===== config.mk =====
export PLATFORM = sky130hd
export DESIGN_NAME = source_token_scanner
export DESIGN_NICKNAME = d
export VERILOG_FILES = /design/src/design/sts_pkg.sv /design/src/design/sts_keyword_match.sv /design/src/design/sts_out_queue.sv /design/src/design/source_token_scanner.sv
export SDC_FILE = /design/constraint.sdc
export NUM_CORES = 1
export LEC_CHECK = 0
export BUFFER_PORTS_ARGS = -buffer_cell sky130_fd_sc_hd__buf_2
export CAP_MARGIN = 10
export CORE_UTILIZATION = 40
export CTS_CLUSTER_SIZE = 16
export DETAILED_ROUTE_END_ITERATION = 6
export PLACE_DENSITY = 0.57
export SKIP_CTS_REPAIR_TIMING = 1
export SYNTH_ARGS = -nofsm -noshare
export SYNTH_HDL_FRONTEND = slang
export SYNTH_HIERARCHICAL = 1
export SYNTH_SLANG_ARGS = --single-unit

===== constraint.sdc =====
create_clock -name clk -period 4.4 [get_ports clk]
set_clock_uncertainty 0.1 [all_clocks]
set_input_delay 0.88 -clock clk [delete_from_list [all_inputs] [get_ports clk]]
set_output_delay 0.88 -clock clk [all_outputs]
set_load 0.05 [all_outputs]

===== src/design/sts_pkg.sv =====
`timescale 1ns / 1ps
// ----------------------------------------------------------------------------
// sts_pkg
// Types and constants shared by the source token scanner.
// ----------------------------------------------------------------------------
package sts_pkg;

  typedef struct packed {
    logic [7:0] char_code;
    logic       end_of_input;
  } in_req_t;

  typedef struct packed {
    logic [4:0]  token_kind;
    logic [3:0]  keyword_id;
    logic [15:0] start_line;
    logic [15:0] start_column;
    logic [11:0] token_length;
    logic        last_of_run;
  } out_req_t;

  typedef enum logic [2:0] {
    MODE_IDLE, MODE_WORD, MODE_NUMBER, MODE_OPERATOR, MODE_COMMENT
  } mode_t;

  localparam logic [4:0] KIND_EOF      = 5'd0;
  localparam logic [4:0] KIND_ILLEGAL  = 5'd1;
  localparam logic [4:0] KIND_IDENT    = 5'd2;
  localparam logic [4:0] KIND_KEYWORD  = 5'd3;
  localparam logic [4:0] KIND_DATATYPE = 5'd4;
  localparam logic [4:0] KIND_INT      = 5'd5;
  localparam logic [4:0] KIND_FLOAT    = 5'd6;
  localparam logic [4:0] KIND_ASSIGN   = 5'd7;
  localparam logic [4:0] KIND_PLUS     = 5'd9;
  localparam logic [4:0] KIND_MINUS    = 5'd11;
  localparam logic [4:0] KIND_STAR     = 5'd13;
  localparam logic [4:0] KIND_SLASH    = 5'd14;
  localparam logic [4:0] KIND_BANG     = 5'd15;
  localparam logic [4:0] KIND_LESS     = 5'd17;
  localparam logic [4:0] KIND_GREATER  = 5'd19;
  localparam logic [4:0] KIND_LPAREN   = 5'd21;
  localparam logic [4:0] KIND_RPAREN   = 5'd22;
  localparam logic [4:0] KIND_LBRACE   = 5'd23;
  localparam logic [4:0] KIND_RBRACE   = 5'd24;
  localparam logic [4:0] KIND_COMMA    = 5'd25;
  localparam logic [4:0] KIND_SEMI     = 5'd26;
  localparam logic [4:0] KIND_COLON    = 5'd27;

  localparam logic [15:0] POS_MAX   = 16'hFFFF;
  localparam logic [11:0] COUNT_MAX = 12'hFFF;

  function automatic logic is_letter(input logic [7:0] c);
    return (c >= "a" && c <= "z") || (c >= "A" && c <= "Z") || c == "_";
  endfunction

  function automatic logic is_digit(input logic [7:0] c);
    return c >= "0" && c <= "9";
  endfunction

  function automatic logic [4:0] single_kind(input logic [7:0] op);
    logic [4:0] k;
    unique case (op)
      "=": k = KIND_ASSIGN;
      "+": k = KIND_PLUS;
      "-": k = KIND_MINUS;
      "/": k = KIND_SLASH;
      "!": k = KIND_BANG;
      "<": k = KIND_LESS;
      default: k = KIND_GREATER;
    endcase
    return k;
  endfunction

endpackage


===== src/design/sts_keyword_match.sv =====
`timescale 1ns / 1ps
// ----------------------------------------------------------------------------
// sts_keyword_match
// Compares the buffered word against the keyword list.
// ----------------------------------------------------------------------------
module sts_keyword_match #(
  parameter int KEYWORD_CHARS = 6
) (
  input  logic [KEYWORD_CHARS*8-1:0] word,
  input  logic [11:0]                count,
  input  logic                       possible,
  output logic [4:0]                 kind,
  output logic [3:0]                 id
);

  function automatic logic hit(input logic [KEYWORD_CHARS*8-1:0] w,
                               input logic [11:0] n,
                               input logic [47:0] txt,
                               input logic [3:0] len);
    logic ok;
    ok = (n == 12'(len)) && (int'(len) <= KEYWORD_CHARS);
    for (int i = 0; i < 6; i++) begin
      if (i < int'(len) && i < KEYWORD_CHARS && w[i*8 +: 8] != txt[i*8 +: 8])
        ok = 1'b0;
    end
    return ok;
  endfunction

  // text stored first character in the low byte
  logic [47:0] kt [9];
  logic [3:0]  kl [9];
  assign kt[0] = 48'h0000_0074_656C; assign kl[0] = 4'd3;
  assign kt[1] = 48'h0000_0000_6E66; assign kl[1] = 4'd2;
  assign kt[2] = 48'h6E72_7574_6572; assign kl[2] = 4'd6;
  assign kt[3] = 48'h0000_0000_6669; assign kl[3] = 4'd2;
  assign kt[4] = 48'h0000_6573_6C65; assign kl[4] = 4'd4;
  assign kt[5] = 48'h0000_6575_7274; assign kl[5] = 4'd4;
  assign kt[6] = 48'h0065_736C_6166; assign kl[6] = 4'd5;
  assign kt[7] = 48'h0000_0074_6E69; assign kl[7] = 4'd3;
  assign kt[8] = 48'h0074_616F_6C66; assign kl[8] = 4'd5;

  // pick first matching keyword
  always_comb begin
    kind = sts_pkg::KIND_IDENT;
    id   = 4'd0;
    if (possible) begin
      for (int k = 8; k >= 0; k--) begin
        if (hit(word, count, kt[k], kl[k])) begin
          kind = (k >= 7) ? sts_pkg::KIND_DATATYPE : sts_pkg::KIND_KEYWORD;
          id   = 4'(k);
        end
      end
    end
  end

endmodule


===== src/design/sts_out_queue.sv =====
`timescale 1ns / 1ps
// ----------------------------------------------------------------------------
// sts_out_queue
// Two-entry result queue; accepts up to two results per cycle.
// ----------------------------------------------------------------------------
module sts_out_queue (
  input  logic              clk,
  input  logic              rst,
  input  logic [1:0]        push_n,
  input  sts_pkg::out_req_t push0,
  input  sts_pkg::out_req_t push1,
  output logic              space2,
  output logic              out_valid,
  input  logic              out_ready,
  output sts_pkg::out_req_t out_data
);

  sts_pkg::out_req_t slot0, slot1;
  logic [1:0] fill;
  logic pop;

  assign pop       = out_valid && out_ready;
  assign out_valid = fill != 2'd0;
  assign out_data  = slot0;
  // room for two after this cycle's pop
  assign space2    = (fill == 2'd0) || (fill == 2'd1 && pop);

  // shift out head, append new results
  always_ff @(posedge clk) begin
    sts_pkg::out_req_t a, b;
    logic [1:0] f;
    a = slot0; b = slot1; f = fill;
    if (pop) begin
      a = b; f = f - 2'd1;
    end
    if (push_n != 2'd0) begin
      if (f == 2'd0) begin
        a = push0; b = push1;
      end else begin
        b = push0;
      end
      f = f + push_n;
    end
    slot0 <= a; slot1 <= b;
    if (rst) fill <= 2'd0;
    else     fill <= f;
  end

endmodule


===== src/design/source_token_scanner.sv =====
`timescale 1ns / 1ps
// ----------------------------------------------------------------------------
// source_token_scanner
// Classifies a byte stream into tokens with position and length.
// ----------------------------------------------------------------------------
// Usage:
//   in  channel: one source byte per request (char_code, end_of_input).
//   out channel: classified tokens; one byte yields zero, one or two
//   tokens, the last of them flagged by last_of_run.
//   Each byte is scanned in the cycle it is accepted and its tokens land
//   in a two-entry output queue, visible in the cycle after.
//   Throughput: one byte per cycle while the queue drains; the input
//   stalls when the queue cannot take two more tokens, so a stalled
//   receiver holds the scanner without losing tokens. A byte that yields
//   two tokens fills the queue, so the next byte stalls.
//   End of input flushes the pending token, emits eof and returns the
//   scanner to line 1, column 1.
//   Reset (rst, synchronous) clears scanner state and empties the queue.
// ----------------------------------------------------------------------------
module source_token_scanner #(
  parameter int KEYWORD_CHARS = 6
) (
  input  logic              clk,
  input  logic              rst,
  input  logic              in_valid,
  output logic              in_ready,
  input  sts_pkg::in_req_t  in_data,
  output logic              out_valid,
  input  logic              out_ready,
  output sts_pkg::out_req_t out_data
);
  localparam int IW = (KEYWORD_CHARS > 1) ? $clog2(KEYWORD_CHARS) : 1;

  sts_pkg::mode_t mode, mode_next;
  logic [7:0]  pend, pend_next;
  logic [KEYWORD_CHARS*8-1:0] word, word_next;
  logic kw_ok, kw_ok_next, point, point_next;
  logic [15:0] tline, tline_next, tcol, tcol_next, cline, cline_next, ccol, ccol_next;
  logic [11:0] cnt, cnt_next;
  logic [1:0]  n;
  sts_pkg::out_req_t r0, r1;
  logic [4:0] wkind;
  logic [3:0] wid;
  logic space2, acc;

  sts_keyword_match #(.KEYWORD_CHARS(KEYWORD_CHARS)) u_kw (
    .word(word), .count(cnt), .possible(kw_ok), .kind(wkind), .id(wid)
  );

  assign in_ready = space2;
  assign acc = in_valid && in_ready;

  // scan one byte
  always_comb begin
    logic [7:0] c;
    logic at_end, restart, fl;
    sts_pkg::out_req_t t, p;
    c = in_data.char_code;
    at_end = in_data.end_of_input || c == 8'd0;
    mode_next = mode; pend_next = pend; word_next = word; kw_ok_next = kw_ok;
    point_next = point; tline_next = tline; tcol_next = tcol; cnt_next = cnt;
    cline_next = cline; ccol_next = ccol;
    n = 2'd0; r0 = '0; r1 = '0; restart = 1'b0; fl = 1'b0;
    t = '0;
    // flushed pending token
    p = '0;
    p.start_line = tline; p.start_column = tcol; p.token_length = cnt;
    unique case (mode)
      sts_pkg::MODE_WORD: begin p.token_kind = wkind; p.keyword_id = wid; end
      sts_pkg::MODE_NUMBER:
        p.token_kind = point ? sts_pkg::KIND_FLOAT : sts_pkg::KIND_INT;
      sts_pkg::MODE_OPERATOR: begin
        p.token_kind = sts_pkg::single_kind(pend); p.token_length = 12'd1;
      end
      default: p.token_kind = sts_pkg::KIND_EOF;
    endcase
    if (at_end) begin
      t = '0;
      t.token_kind = sts_pkg::KIND_EOF;
      t.start_line = cline; t.start_column = ccol; t.last_of_run = 1'b1;
      if (mode == sts_pkg::MODE_WORD || mode == sts_pkg::MODE_NUMBER ||
          mode == sts_pkg::MODE_OPERATOR) begin
        r0 = p; r1 = t; n = 2'd2;
      end else begin
        r0 = t; n = 2'd1;
      end
      mode_next = sts_pkg::MODE_IDLE; pend_next = '0; word_next = '0;
      kw_ok_next = 1'b1; point_next = 1'b0; tline_next = 16'd1; tcol_next = 16'd1;
      cnt_next = '0; cline_next = 16'd1; ccol_next = 16'd1;
    end else begin
      if (c == 8'h0A) begin
        if (cline != sts_pkg::POS_MAX) cline_next = cline + 16'd1;
        ccol_next = 16'd1;
      end else if (ccol != sts_pkg::POS_MAX) begin
        ccol_next = ccol + 16'd1;
      end
      unique case (mode)
        sts_pkg::MODE_WORD: begin
          if (sts_pkg::is_letter(c)) begin
            if (cnt < 12'(KEYWORD_CHARS)) word_next[cnt[IW-1:0]*8 +: 8] = c;
            else kw_ok_next = 1'b0;
            if (cnt != sts_pkg::COUNT_MAX) cnt_next = cnt + 12'd1;
          end else begin
            fl = 1'b1; restart = 1'b1;
          end
        end
        sts_pkg::MODE_NUMBER: begin
          if (sts_pkg::is_digit(c) || c == "_" || (c == "." && !point)) begin
            if (c == ".") point_next = 1'b1;
            if (cnt != sts_pkg::COUNT_MAX) cnt_next = cnt + 12'd1;
          end else begin
            fl = 1'b1; restart = 1'b1;
          end
        end
        sts_pkg::MODE_OPERATOR: begin
          if (pend == "/" && c == "/") begin
            mode_next = sts_pkg::MODE_COMMENT;
          end else if ((c == "=" && (pend == "=" || pend == "!" || pend == "<" ||
                        pend == ">")) || ((pend == "+" || pend == "-") && c == pend)) begin
            r0.token_kind = sts_pkg::single_kind(pend) + 5'd1;
            r0.start_line = tline; r0.start_column = tcol;
            r0.token_length = 12'd2; r0.last_of_run = 1'b1;
            n = 2'd1; mode_next = sts_pkg::MODE_IDLE;
          end else begin
            fl = 1'b1; restart = 1'b1;
          end
        end
        sts_pkg::MODE_COMMENT: begin
          if (c == 8'h0A) mode_next = sts_pkg::MODE_IDLE;
        end
        default: restart = 1'b1;
      endcase
      if (restart) begin
        t = '0;
        t.start_line = cline; t.start_column = ccol; t.token_length = 12'd1;
        t.last_of_run = 1'b1;
        mode_next = sts_pkg::MODE_IDLE;
        tline_next = cline; tcol_next = ccol; cnt_next = 12'd1;
        if (c == " " || c == 8'h0A || c == 8'h09 || c == 8'h0D) begin
          t.token_kind = sts_pkg::KIND_EOF;
        end else if (sts_pkg::is_letter(c)) begin
          mode_next = sts_pkg::MODE_WORD; kw_ok_next = 1'b1;
          word_next[7:0] = c;
        end else if (sts_pkg::is_digit(c)) begin
          mode_next = sts_pkg::MODE_NUMBER; point_next = 1'b0;
        end else if (c == "=" || c == "+" || c == "-" || c == "/" || c == "!" ||
                     c == "<" || c == ">") begin
          mode_next = sts_pkg::MODE_OPERATOR; pend_next = c;
        end else begin
          unique case (c)
            "*": t.token_kind = sts_pkg::KIND_STAR;
            "(": t.token_kind = sts_pkg::KIND_LPAREN;
            ")": t.token_kind = sts_pkg::KIND_RPAREN;
            "{": t.token_kind = sts_pkg::KIND_LBRACE;
            "}": t.token_kind = sts_pkg::KIND_RBRACE;
            ",": t.token_kind = sts_pkg::KIND_COMMA;
            ";": t.token_kind = sts_pkg::KIND_SEMI;
            ":": t.token_kind = sts_pkg::KIND_COLON;
            default: t.token_kind = sts_pkg::KIND_ILLEGAL;
          endcase
        end
        // a new token emitted only for single-char punctuation or illegal
        if (mode_next == sts_pkg::MODE_IDLE && t.token_kind != sts_pkg::KIND_EOF) begin
          if (fl) begin r0 = p; r1 = t; n = 2'd2; end
          else begin r0 = t; n = 2'd1; end
        end else if (fl) begin
          r0 = p; r0.last_of_run = 1'b1; n = 2'd1;
        end
      end
    end
  end

  // hold scanner state
  always_ff @(posedge clk) begin
    if (rst) begin
      mode <= sts_pkg::MODE_IDLE; pend <= '0; word <= '0; kw_ok <= 1'b1;
      point <= 1'b0; tline <= 16'd1; tcol <= 16'd1; cnt <= '0;
      cline <= 16'd1; ccol <= 16'd1;
    end else if (acc) begin
      mode <= mode_next; pend <= pend_next; word <= word_next; kw_ok <= kw_ok_next;
      point <= point_next; tline <= tline_next; tcol <= tcol_next; cnt <= cnt_next;
      cline <= cline_next; ccol <= ccol_next;
    end
  end

  sts_out_queue u_q (
    .clk(clk), .rst(rst), .push_n(acc ? n : 2'd0), .push0(r0), .push1(r1),
    .space2(space2), .out_valid(out_valid), .out_ready(out_ready), .out_data(out_data)
  );

endmodule


==> flow_summary.toml, run 1 <==
[final_layout]
area_delta_synth_final_pct = 13.32
n_antenna_cell = 0
fin_util_pct = 46.01
final_area_sq_um = 14480
drive_gt1_share_pct = 12.24
nNetsFinal = 1591

[sta]
worstMarginPinSlew_ns = 1.032
fmax_mhz = 272.9
slew_viol_final = 0
rsz0062_at_grt = "false"
setup_tns_ns = 0
setup_viol_count_final = 0
timing.final.crit_period_ns = 3.664
slew_headroom_pct = 31.22
period_share_pct = 83.27
hold_viol_final = 0

[die]
io_pins = 69
rows = 65
coreArea_sq_um = 31470
fp.dieW_microns = 180.7
dieHeight_microns = 180.7
dieArea_sq_um = 32670
initial_utilization_pct = 40.60

[yosys]
synth_flop_cell = "dfxtp_1"
yosys_warnings = 6
synth_commonest_cells = "nand2_1 (335), dfxtp_1 (193), nor2_1 (101)"
netlist_area_sq_um = 12780
synth_area_per_cell_sq_um = 8.353
synth_edf_count = 54
synth_area_leaders = "dfxtp_1 (30%), edfxtp_1 (13%), nand2_1 (9.8%), a22o_1 (4.9%), nor3_1 (3.3%)"
ys_seq_area_share_pct = 42.92
ys_seq_elements = 247
yosysTopAreaCell = "dfxtp_1"
synthesis.instances = 1530
async_flop_share_pct = 0
yosys.area.top_type_share_pct = 30.23
ys_types = 94
synthMostInstantiatedCell = "nand2_1"

[global_route]
grt_usage_pct = 22.83
gr-total-overflow = 0
grt_pass1_wl_microns = 61010
grt_max_degree = 59
grt_antenna_before_repair = 0
grt_pass1_vias = 11020

[worst_setup_path]
cp_top_family = "simple AND/OR/NAND/NOR gates"
worst_ep_arrival_time_ns = 4.02
required_ns = 4.76
crit_fanout = 54
path_cells = "buf_2, or3_1, a21oi_1, o211ai_1, and4_1, o21ai_0, a31o_2, and2_1, nor2_4, buf_4, nor3_1, a31oi_1"
worstSetupStartpointType = "input pin"
end_kind = "flop"
cp_slowest_cell = "buf_4"
path_buf_inv = 2
slowest_delay_ns = 0.58
critical_path_class = "input pin to flop"

[placed_design]
io_buffers = 68
gp_congestion = 0.9298
dp_hpwl_microns = 24380
place_area_sq_um = 13550

[clock_network]
htreeDepth = 1
clk-insertion-delay-late_ns = 0.55
cts_made_buffers = 29
cts.clk_slew.worst_paths_ns = 0.06
cts_tree = "done"
root_buffer = "clkbuf_16"
cts_sinks = 247
cts.path.max_buffers = 3

[route]
detail-route-antenna-nets = 0
drc = 0
totalWireLength_microns = 36990
avgRoutedWirePerCell_microns = 18.54
dr.first_iter.drc_count = 787
dr_total_vias = 11380
drt-vias-per-instance = 5.705
dr.pass1.iters = 6

[power_and_ir_drop]
p_per_area_nw_per_um2 = 599.4
vdd_drop_max_mv = 0.3587
power_leakage_nw = 5.448

[flow_run]
max_cap_viol_count = 0

[outcome]
status = "complete, no violations"

[hold_path]
hp-class = "flop to flop"
==> final timing paths <==
check                           startpoint                       end  slack [ns]  cells after the start
hold reg to reg   u_q/out_data[16]$_DFF_P_  u_q/out_data[16]$_DFF_P_        0.37                      2
hold / removal    u_q/out_data[16]$_DFF_P_  u_q/out_data[16]$_DFF_P_        0.37                      2
setup / recovery                in_data[3]   u_q/out_data[6]$_DFF_P_        0.74                     12
setup reg to reg      mode[0]$_SDFFE_PP0P_   u_q/out_data[6]$_DFF_P_        0.82                     11
==> stage by stage <==
step                instances  hold slack, ns  setup WS, ns  total power, mW
floorplan                1545          0.3355      0.003972            5.520
global placement         1941          0.3569        0.3041            6.358
detailed placement       1941          0.3617        0.2377            6.409
CTS                      1995          0.3769        0.7866            8.753
global route             1995          0.3893        0.4695            9.167
finish                   1995          0.3746        0.7360            8.680
==> cell families after synthesis <==
family	count (synthesis)	synth area share (%)
AND/OR/NAND/NOR	785	30.80
buffers and inverters	132	4.327
AO/OA/AOI/OAI	314	18.14
flip-flops	247	42.92
other	2	0.05876
adder cells (fa/ha/maj)	8	0.7833
multiplexers	6	0.4993
XOR/XNOR	36	2.467
==> metal layers <==
| layer | wire, microns | part of all wire, % | global-route usage (%) | vias up |
|---|---|---|---|---|
| li1 | - | - | - | 5571 |
| met1 | 17630 | 48 | 31.72 | 5499 |
| met2 | 16990 | 46 | 37.54 | 263 |
| met3 | 1657 | 4.5 | 2.923 | 48 |
| met4 | 716 | 1.9 | 5.402 | 0 |
| met5 | 0 | 0 | 0 | - |
==> sequential cells by signal, indices dropped and copies added, names as in the netlist <==
name	count
tcol	16
u_q/fill	2
cline	16
kw_ok	1
pend	8
mode	3
ccol	16
u_q/out_data	54
tline	16
u_q/slot1	54
point	1
cnt	12
word	48
==> cell type report <==
type                    instances  area (sq um)
clock buffers                  47         884.6
clock inverters                 7         46.29
fillers                      3087         16990
inverters                      24         93.84
multi-input cells            1166          6837
flip-flops and latches        247          5485
well taps                     402         503.0
repair buffers                102         633.1
==> where the power goes <==
group	internal, mW	switching (mW)	total, mW
clock network	1.37	0.963	2.33
logic	0.793	2.47	3.26
registers	2.84	0.242	3.09
total	5.01	3.67	8.68
==> layout by cell type, fill, tap and decap left out, types with 11 or more instances in the layout <==
cell type / netlist / final
conb_1: 2 / 17
and3_1: 21 / 21
a22o_1: 71 / 71
nand2_1: 335 / 334
or3_1: 11 / 11
nor2b_1: 38 / 37
nand2b_1: 13 / 13
edfxtp_1: 54 / 54
dfxtp_1: 193 / 193
o21ai_1: 13 / 11
nor3_1: 83 / 82
nand4_1: 22 / 22
nor2_1: 101 / 100
xor2_1: 18 / 18
nor4_1: 17 / 17
clkbuf_16: 0 / 30
xnor2_1: 18 / 18
a21oi_1: 39 / 39
buf_2: 37 / 68
nand3_1: 31 / 31
a31oi_1: 60 / 60
and2_1: 17 / 16
buf_4: 3 / 31
o21ai_0: 28 / 28
inv_1: 23 / 22
a22oi_1: 35 / 35
==> worst register-to-register path: stages, from the launching register on <==
cell,delay [ns]
dfxtp_1,0.47
and2b_1,0.29
and2_1,0.26
nand2_1,0.14
nor2_2,0.51
o21ai_0,0.16
a31o_2,0.30
and2_1,0.20
nor2_4,0.16
buf_4,0.58
nor3_1,0.14
a31oi_1,0.18
Power figures use the tool's default switching activity.
==> run 2: changes to the inputs <==
--- a/config.mk
+++ b/config.mk
@@ -10,7 +10,7 @@
 export CORE_UTILIZATION = 40
 export CTS_CLUSTER_SIZE = 16
 export DETAILED_ROUTE_END_ITERATION = 6
-export PLACE_DENSITY = 0.57
+export PLACE_DENSITY = 0.55
 export SKIP_CTS_REPAIR_TIMING = 1
 export SYNTH_ARGS = -nofsm -noshare
 export SYNTH_HDL_FRONTEND = slang
==> constraint.sdc (replaced) <==
create_clock -name clk -period 3.4 [get_ports clk]
set_clock_uncertainty 0.1 [all_clocks]
set_input_delay 0.68 -clock clk [delete_from_list [all_inputs] [get_ports clk]]
set_output_delay 0.68 -clock clk [all_outputs]
set_load 0.05 [all_outputs]
==> run 2 against run 1 <==
The flow now finishes with violations (design-rule violations). Worst setup slack lost 0.52 ns. Routed wire length grew 2.7%. Clock power is 34% higher. Utilization is 1.9 points higher. Flip-flop and latch count did not move. Combinational power grew 37%. Non-clock buffer count rose by 54. Sequential power up 29%. Global-route usage grew 0.32 points. Critical path type is now flop to flop.
==> flow_summary.toml, run 2 (synthesis results as in run 1) <==
[route]
totalWireLength_microns = 37970
dr.pass1.iters = 7
dr.first_iter.drc_count = 702
avgRoutedWirePerCell_microns = 18.55
dr_total_vias = 11510
drc = 2
drt-vias-per-instance = 5.625
detail-route-antenna-nets = 0

[global_route]
grt_pass1_wl_microns = 61500
grt_antenna_before_repair = 2
grt_usage_pct = 23.16
gr-total-overflow = 0
grt_pass1_vias = 10980
grt_max_degree = 71

[worst_setup_path]
worst_ep_arrival_time_ns = 3.54
path_common_cell = "a22oi_1"
cp_slowest_cell = "nor4_4"
end_kind = "flop"
cp_top_family = "simple AND/OR/NAND/NOR gates"
crit_fanout = 3
required_ns = 3.76
worstSetupStartpointType = "flop"
slowest_delay_ns = 0.41
critical_path_class = "flop to flop"
path_cells = "nor4_2, nand3_1, nor4_4, nand4_1, a21o_1, mux2_2, a22oi_1, o2bb2ai_1, a22oi_1, nor3_1, a31oi_1"
path_buf_inv = 0

[placed_design]
dp_hpwl_microns = 25840
dp_slack_ns = 0.03061
gp_congestion = 0.9469
place_area_sq_um = 14100
dp.cells = 1995
io_buffers = 68

[clock_network]
htreeDepth = 1
cts_sinks = 247
clk-insertion-delay-late_ns = 0.58
root_buffer = "clkbuf_16"
cts_tree = "done"
cts.clk_slew.worst_paths_ns = 0.06
cts.path.max_buffers = 3
cts_made_buffers = 28

[die]
fp.dieW_microns = 180.7
initial_utilization_pct = 40.60
dieArea_sq_um = 32670
io_pins = 69
coreArea_sq_um = 31470
rows = 65
dieHeight_microns = 180.7

[sta]
slew_viol_final = 0
slew_headroom_pct = 37.68
hold_viol_final = 0
rsz0062_at_grt = "false"
worst_slack_ns = 0.2189
setup_viol_count_final = 0
period_share_pct = 93.56
fmax_mhz = 314.4
worstMarginPinSlew_ns = 0.9281
timing.final.crit_period_ns = 3.181

[outcome]
violations = "design-rule violations"
status = "complete, but fails checks"

[final_layout]
nNetsFinal = 1644
fin_util_pct = 47.90
area_delta_synth_final_pct = 17.98
n_antenna_cell = 0
drive_gt1_share_pct = 15.93
final_area_sq_um = 15080
final_cell_mix = "nand2_1 (333), dfxtp_1 (193), nor2_1 (98), nor3_1 (82), buf_4 (77)"
fillers = 3042
layout_commonest_cell = "nand2_1"
final_cells = 2047

[power_and_ir_drop]
power_leakage_nw = 5.785
vdd_drop_max_mv = 0.4936
p_per_area_nw_per_um2 = 765.4

[flow_run]
max_cap_viol_count = 0

[hold_path]
hp-class = "flop to flop"
==> run 2: cell types whose count changed in the layout (fill, tap and decap cells not counted), moves of 4 or more <==
cell,before,now
clkbuf_1,10,5
buf_4,31,77
buf_12,3,11
clkinv_2,3,7
==> run 2: cell type report <==
cell class	count	area [sq um]	area share (%)
multi-input combinational	1166	6894	45.73
sequential	247	5485	36.38
timing repair buffer	156	1139	7.552
clock buffer	41	829.5	5.502
tap	402	503.0	3.336
clock inverter	11	132.6	0.8797
inverter	24	93.84	0.6224
==> run 2: metal layers <==
layer / wire, microns / global-route usage, %
met1: 18250 / 32.90
met2: 17170 / 37.61
met3: 1911 / 2.782
met4: 641 / 4.786
met5: 0 / 0
==> run 2: final timing paths <==
| kind | from | end | slack (ns) | cells after the start |
|---|---|---|---|---|
| worst min register to register | word[7]$_SDFFE_PP0P_ | word[7]$_SDFFE_PP0P_ | 0.37 | 1 |
| worst max-delay path | cnt[4]$_SDFFE_PP0P_ | u_q/out_data[50]$_DFF_P_ | 0.22 | 11 |
| worst min-delay path | word[7]$_SDFFE_PP0P_ | word[7]$_SDFFE_PP0P_ | 0.37 | 1 |
| worst max register to register | cnt[4]$_SDFFE_PP0P_ | u_q/out_data[50]$_DFF_P_ | 0.22 | 11 |
==> run 2: power breakdown <==
group | internal (mW) | total (mW) | leakage, nW | switching [mW]
registers | 3.68 | 3.98 | 2.10 | 0.301
logic | 1.20 | 4.45 | 3.21 | 3.25
clock network | 1.85 | 3.12 | 0.476 | 1.27
total | 6.72 | 11.5 | 5.79 | 4.82
==> run 2: per-stage QoR <==
stage          power, mW  TNS [ns]  hold WS [ns]
6_report           11.54         0        0.3740
5_1_grt            12.15         0        0.3904
4_1_cts            11.64         0        0.3764
3_5_place_dp       8.507         0        0.3570
3_3_place_gp       8.453         0        0.3503
2_1_floorplan      7.190    -51.44        0.3355
==> run 3: changes to the inputs <==
--- a/config.mk
+++ b/config.mk
@@ -5,6 +5,7 @@
 export SDC_FILE = /design/constraint.sdc
 export NUM_CORES = 1
 export LEC_CHECK = 0
+export ABC_AREA = 1
 export BUFFER_PORTS_ARGS = -buffer_cell sky130_fd_sc_hd__buf_2
 export CAP_MARGIN = 10
 export CORE_UTILIZATION = 40
==> run 3 against run 2 <==
The run now ends clean. Clock power is essentially flat. Via count grew 28%. Largest cell class unchanged. Critical path type unchanged. Synthesized cell count grew 48%. Critical path depth grew 6. Die area grew 16%. Area after synthesis grew 16%. Clock-buffer cell count grew 5.
==> flow_summary.toml, run 3 <==
[outcome]
status = "complete, no violations"

[die]
coreArea_sq_um = 36610
rows = 70
dieArea_sq_um = 37990
initial_utilization_pct = 40.66
io_pins = 69
fp.dieW_microns = 194.9
dieHeight_microns = 194.9

[yosys]
synthMostInstantiatedCell = "nand2_1"
yosysTopAreaCell = "dfxtp_1"
ys_seq_area_share_pct = 36.85
yosys.area.top_type_share_pct = 25.96
netlist_area_sq_um = 14880
synth_edf_count = 54
synth_area_per_cell_sq_um = 6.551
ys_seq_elements = 247
synthesis.instances = 2272
ys_types = 56
yosys_warnings = 6
async_flop_share_pct = 0
synth_flop_cell = "dfxtp_1"
synth_commonest_cells = "nand2_1 (650), nor2_1 (271), inv_1 (199)"
synth_area_leaders = "dfxtp_1 (26%), nand2_1 (16%), edfxtp_1 (11%), nor2_1 (6.8%), nand3_1 (6.6%)"

[worst_setup_path]
crit_start = "pend[1]$_SDFFE_PP0P_"
path_common_cell = "nand2_1"
cp_slowest_cell = "dfxtp_1"
worst_ep_arrival_time_ns = 3.41
required_ns = 3.74
rr_endpoint = "u_q/out_data[32]$_DFF_P_"
path_cells = "inv_1, nand2_1, nor2_1, nand2_1, nand2_1, nand3_1, nand2_1, nand2_1, inv_1, o21ai_0, nor3_1, inv_1, nand2_8, nand3_4, buf_12, nand2_1, o21ai_0"
cp_top_family = "simple AND/OR/NAND/NOR gates"
worstSetupStartpointType = "flop"
path_depth = 17
slowest_delay_ns = 0.33
path_buf_inv = 4
reg2reg_depth = 17
r2r_slack_ns = 0.33
critical_path_class = "flop to flop"
crit_fanout = 52
endpoint = "u_q/out_data[32]$_DFF_P_"
reg2reg_from = "pend[1]$_SDFFE_PP0P_"
end_kind = "flop"

[final_layout]
layout_commonest_cell = "nand2_1"
n_antenna_cell = 0
area_delta_synth_final_pct = 13.11
nNetsFinal = 2351
drive_gt1_share_pct = 12.12
final_cell_mix = "nand2_1 (648), nor2_1 (271), inv_1 (199), nand3_1 (196), dfxtp_1 (193)"

[global_route]
grt_usage_pct = 23.93
gr-total-overflow = 0
grt_max_degree = 85
grt_pass1_vias = 13790
grt_pass1_wl_microns = 74490
grt_antenna_before_repair = 0

[hold_path]
hp-class = "flop to flop"

[sta]
worstMarginPinSlew_ns = 0.7358
timing.final.crit_period_ns = 3.066
slew_viol_final = 0
worst_slack_ns = 0.3336
setup_tns_ns = 0
rsz0062_at_grt = "false"
period_share_pct = 90.19
fmax_mhz = 326.1
setup_viol_count_final = 0
hold_viol_final = 0
slew_headroom_pct = 50.95

[power_and_ir_drop]
p_sw_mw = 5.367
clkPwrFrac_pct = 25.0
p_comb_share_pct = 41.2
vdd_drop_max_mv = 0.5279
seqPwrFrac_pct = 33.8
p_per_area_nw_per_um2 = 747.7
p_sw_share_pct = 42.64
power_leakage_nw = 6.787
internal-power_mw = 7.219

[route]
avgRoutedWirePerCell_microns = 16.15
drc = 0
dr.pass1.iters = 6
dr.first_iter.drc_count = 1136
totalWireLength_microns = 45530
drt-vias-per-instance = 5.211
detail-route-antenna-nets = 0
dr_total_vias = 14690

[placed_design]
dp_slack_ns = 0.09922
gp_congestion = 0.9142
io_buffers = 68
dp_hpwl_microns = 32280

[clock_network]
cts_sinks = 247
htreeDepth = 1
cts_tree = "done"
cts.clk_slew.worst_paths_ns = 0.06
cts_made_buffers = 29
cts.path.max_buffers = 3
root_buffer = "clkbuf_16"
clk-insertion-delay-late_ns = 0.56

[flow_run]
max_cap_viol_count = 0
run 3: layout make-up:
type | count | area, sq um
Clock buffer | 46 | 900.9
Clock inverter | 7 | 70.07
Fill cell | 3866 | 19780
Inverter | 234 | 879.6
Multi-Input combinational cell | 1684 | 7950
Sequential cell | 247 | 5485
Tap cell | 468 | 585.6
Timing Repair Buffer | 134 | 963.4
run 3: worst reg2reg max path, delay by kind of cell, from the launching register on:
family,cells,cell delay (ns)
AO/OA/AOI/OAI,2,0.23
buffers and inverters,4,0.57
flip-flops,1,0.33
AND/OR/NAND/NOR,11,1.73
run 3: cell families (layout without fill, tap and decap cells):
family	after synthesis	count (layout)	share of synthesized area [%]
other	2	17	0.05046
AOI/OAI and AO/OA	327	327	11.76
adders and majority gates	8	8	0.6725
xor gates and xnor gates	21	21	1.236
buffers and inverters	356	421	10.32
DFF	247	247	36.85
and+or+nand+nor	1311	1311	39.11
run 3: power groups by stage:
stage | Sequential, mW | Combinational (mW) | Clock [mW]
global placement | 4.31 | 5.13 | 0
finish | 4.26 | 5.19 | 3.14
detailed placement | 4.32 | 5.20 | 0
CTS | 4.26 | 5.22 | 3.22
global route | 4.34 | 5.75 | 3.34
floorplan | 5.11 | 2.97 | 0
run 3: worst min-delay path by stage:
stage | start | end | slack [ns] | cells past startpoint
after floorplan | word[23]$_SDFFE_PP0P_ | word[23]$_SDFFE_PP0P_ | 0.32 | 2
final | word[31]$_SDFFE_PP0P_ | word[31]$_SDFFE_PP0P_ | 0.34 | 2
after detailed placement | word[31]$_SDFFE_PP0P_ | word[31]$_SDFFE_PP0P_ | 0.33 | 2
after CTS | word[31]$_SDFFE_PP0P_ | word[31]$_SDFFE_PP0P_ | 0.34 | 2
after global routing | word[31]$_SDFFE_PP0P_ | word[31]$_SDFFE_PP0P_ | 0.36 | 2
after global placement | word[31]$_SDFFE_PP0P_ | word[31]$_SDFFE_PP0P_ | 0.33 | 2
run 3: per-stage QoR:
step,hold slack [ns],area [sq um],cells,total power [mW],util [%]
6_report,0.3389,16830,2820,12.59,45.98
5_1_grt,0.3606,16830,2820,13.43,45.98
4_1_cts,0.3391,16830,2820,12.70,45.98
3_5_place_dp,0.3298,15860,2767,9.524,43.33
3_3_place_gp,0.3289,15860,2767,9.441,43.33
2_1_floorplan,0.3191,14960,2287,8.082,-
run 3: layer usage:
layer	vias up	wire [microns]	global-route usage (%)
li1	7481	-	-
met1	6793	22520	35.36
met2	385	19680	37.10
met3	35	2786	3.019
met4	0	546	4.783
met5	-	0	0
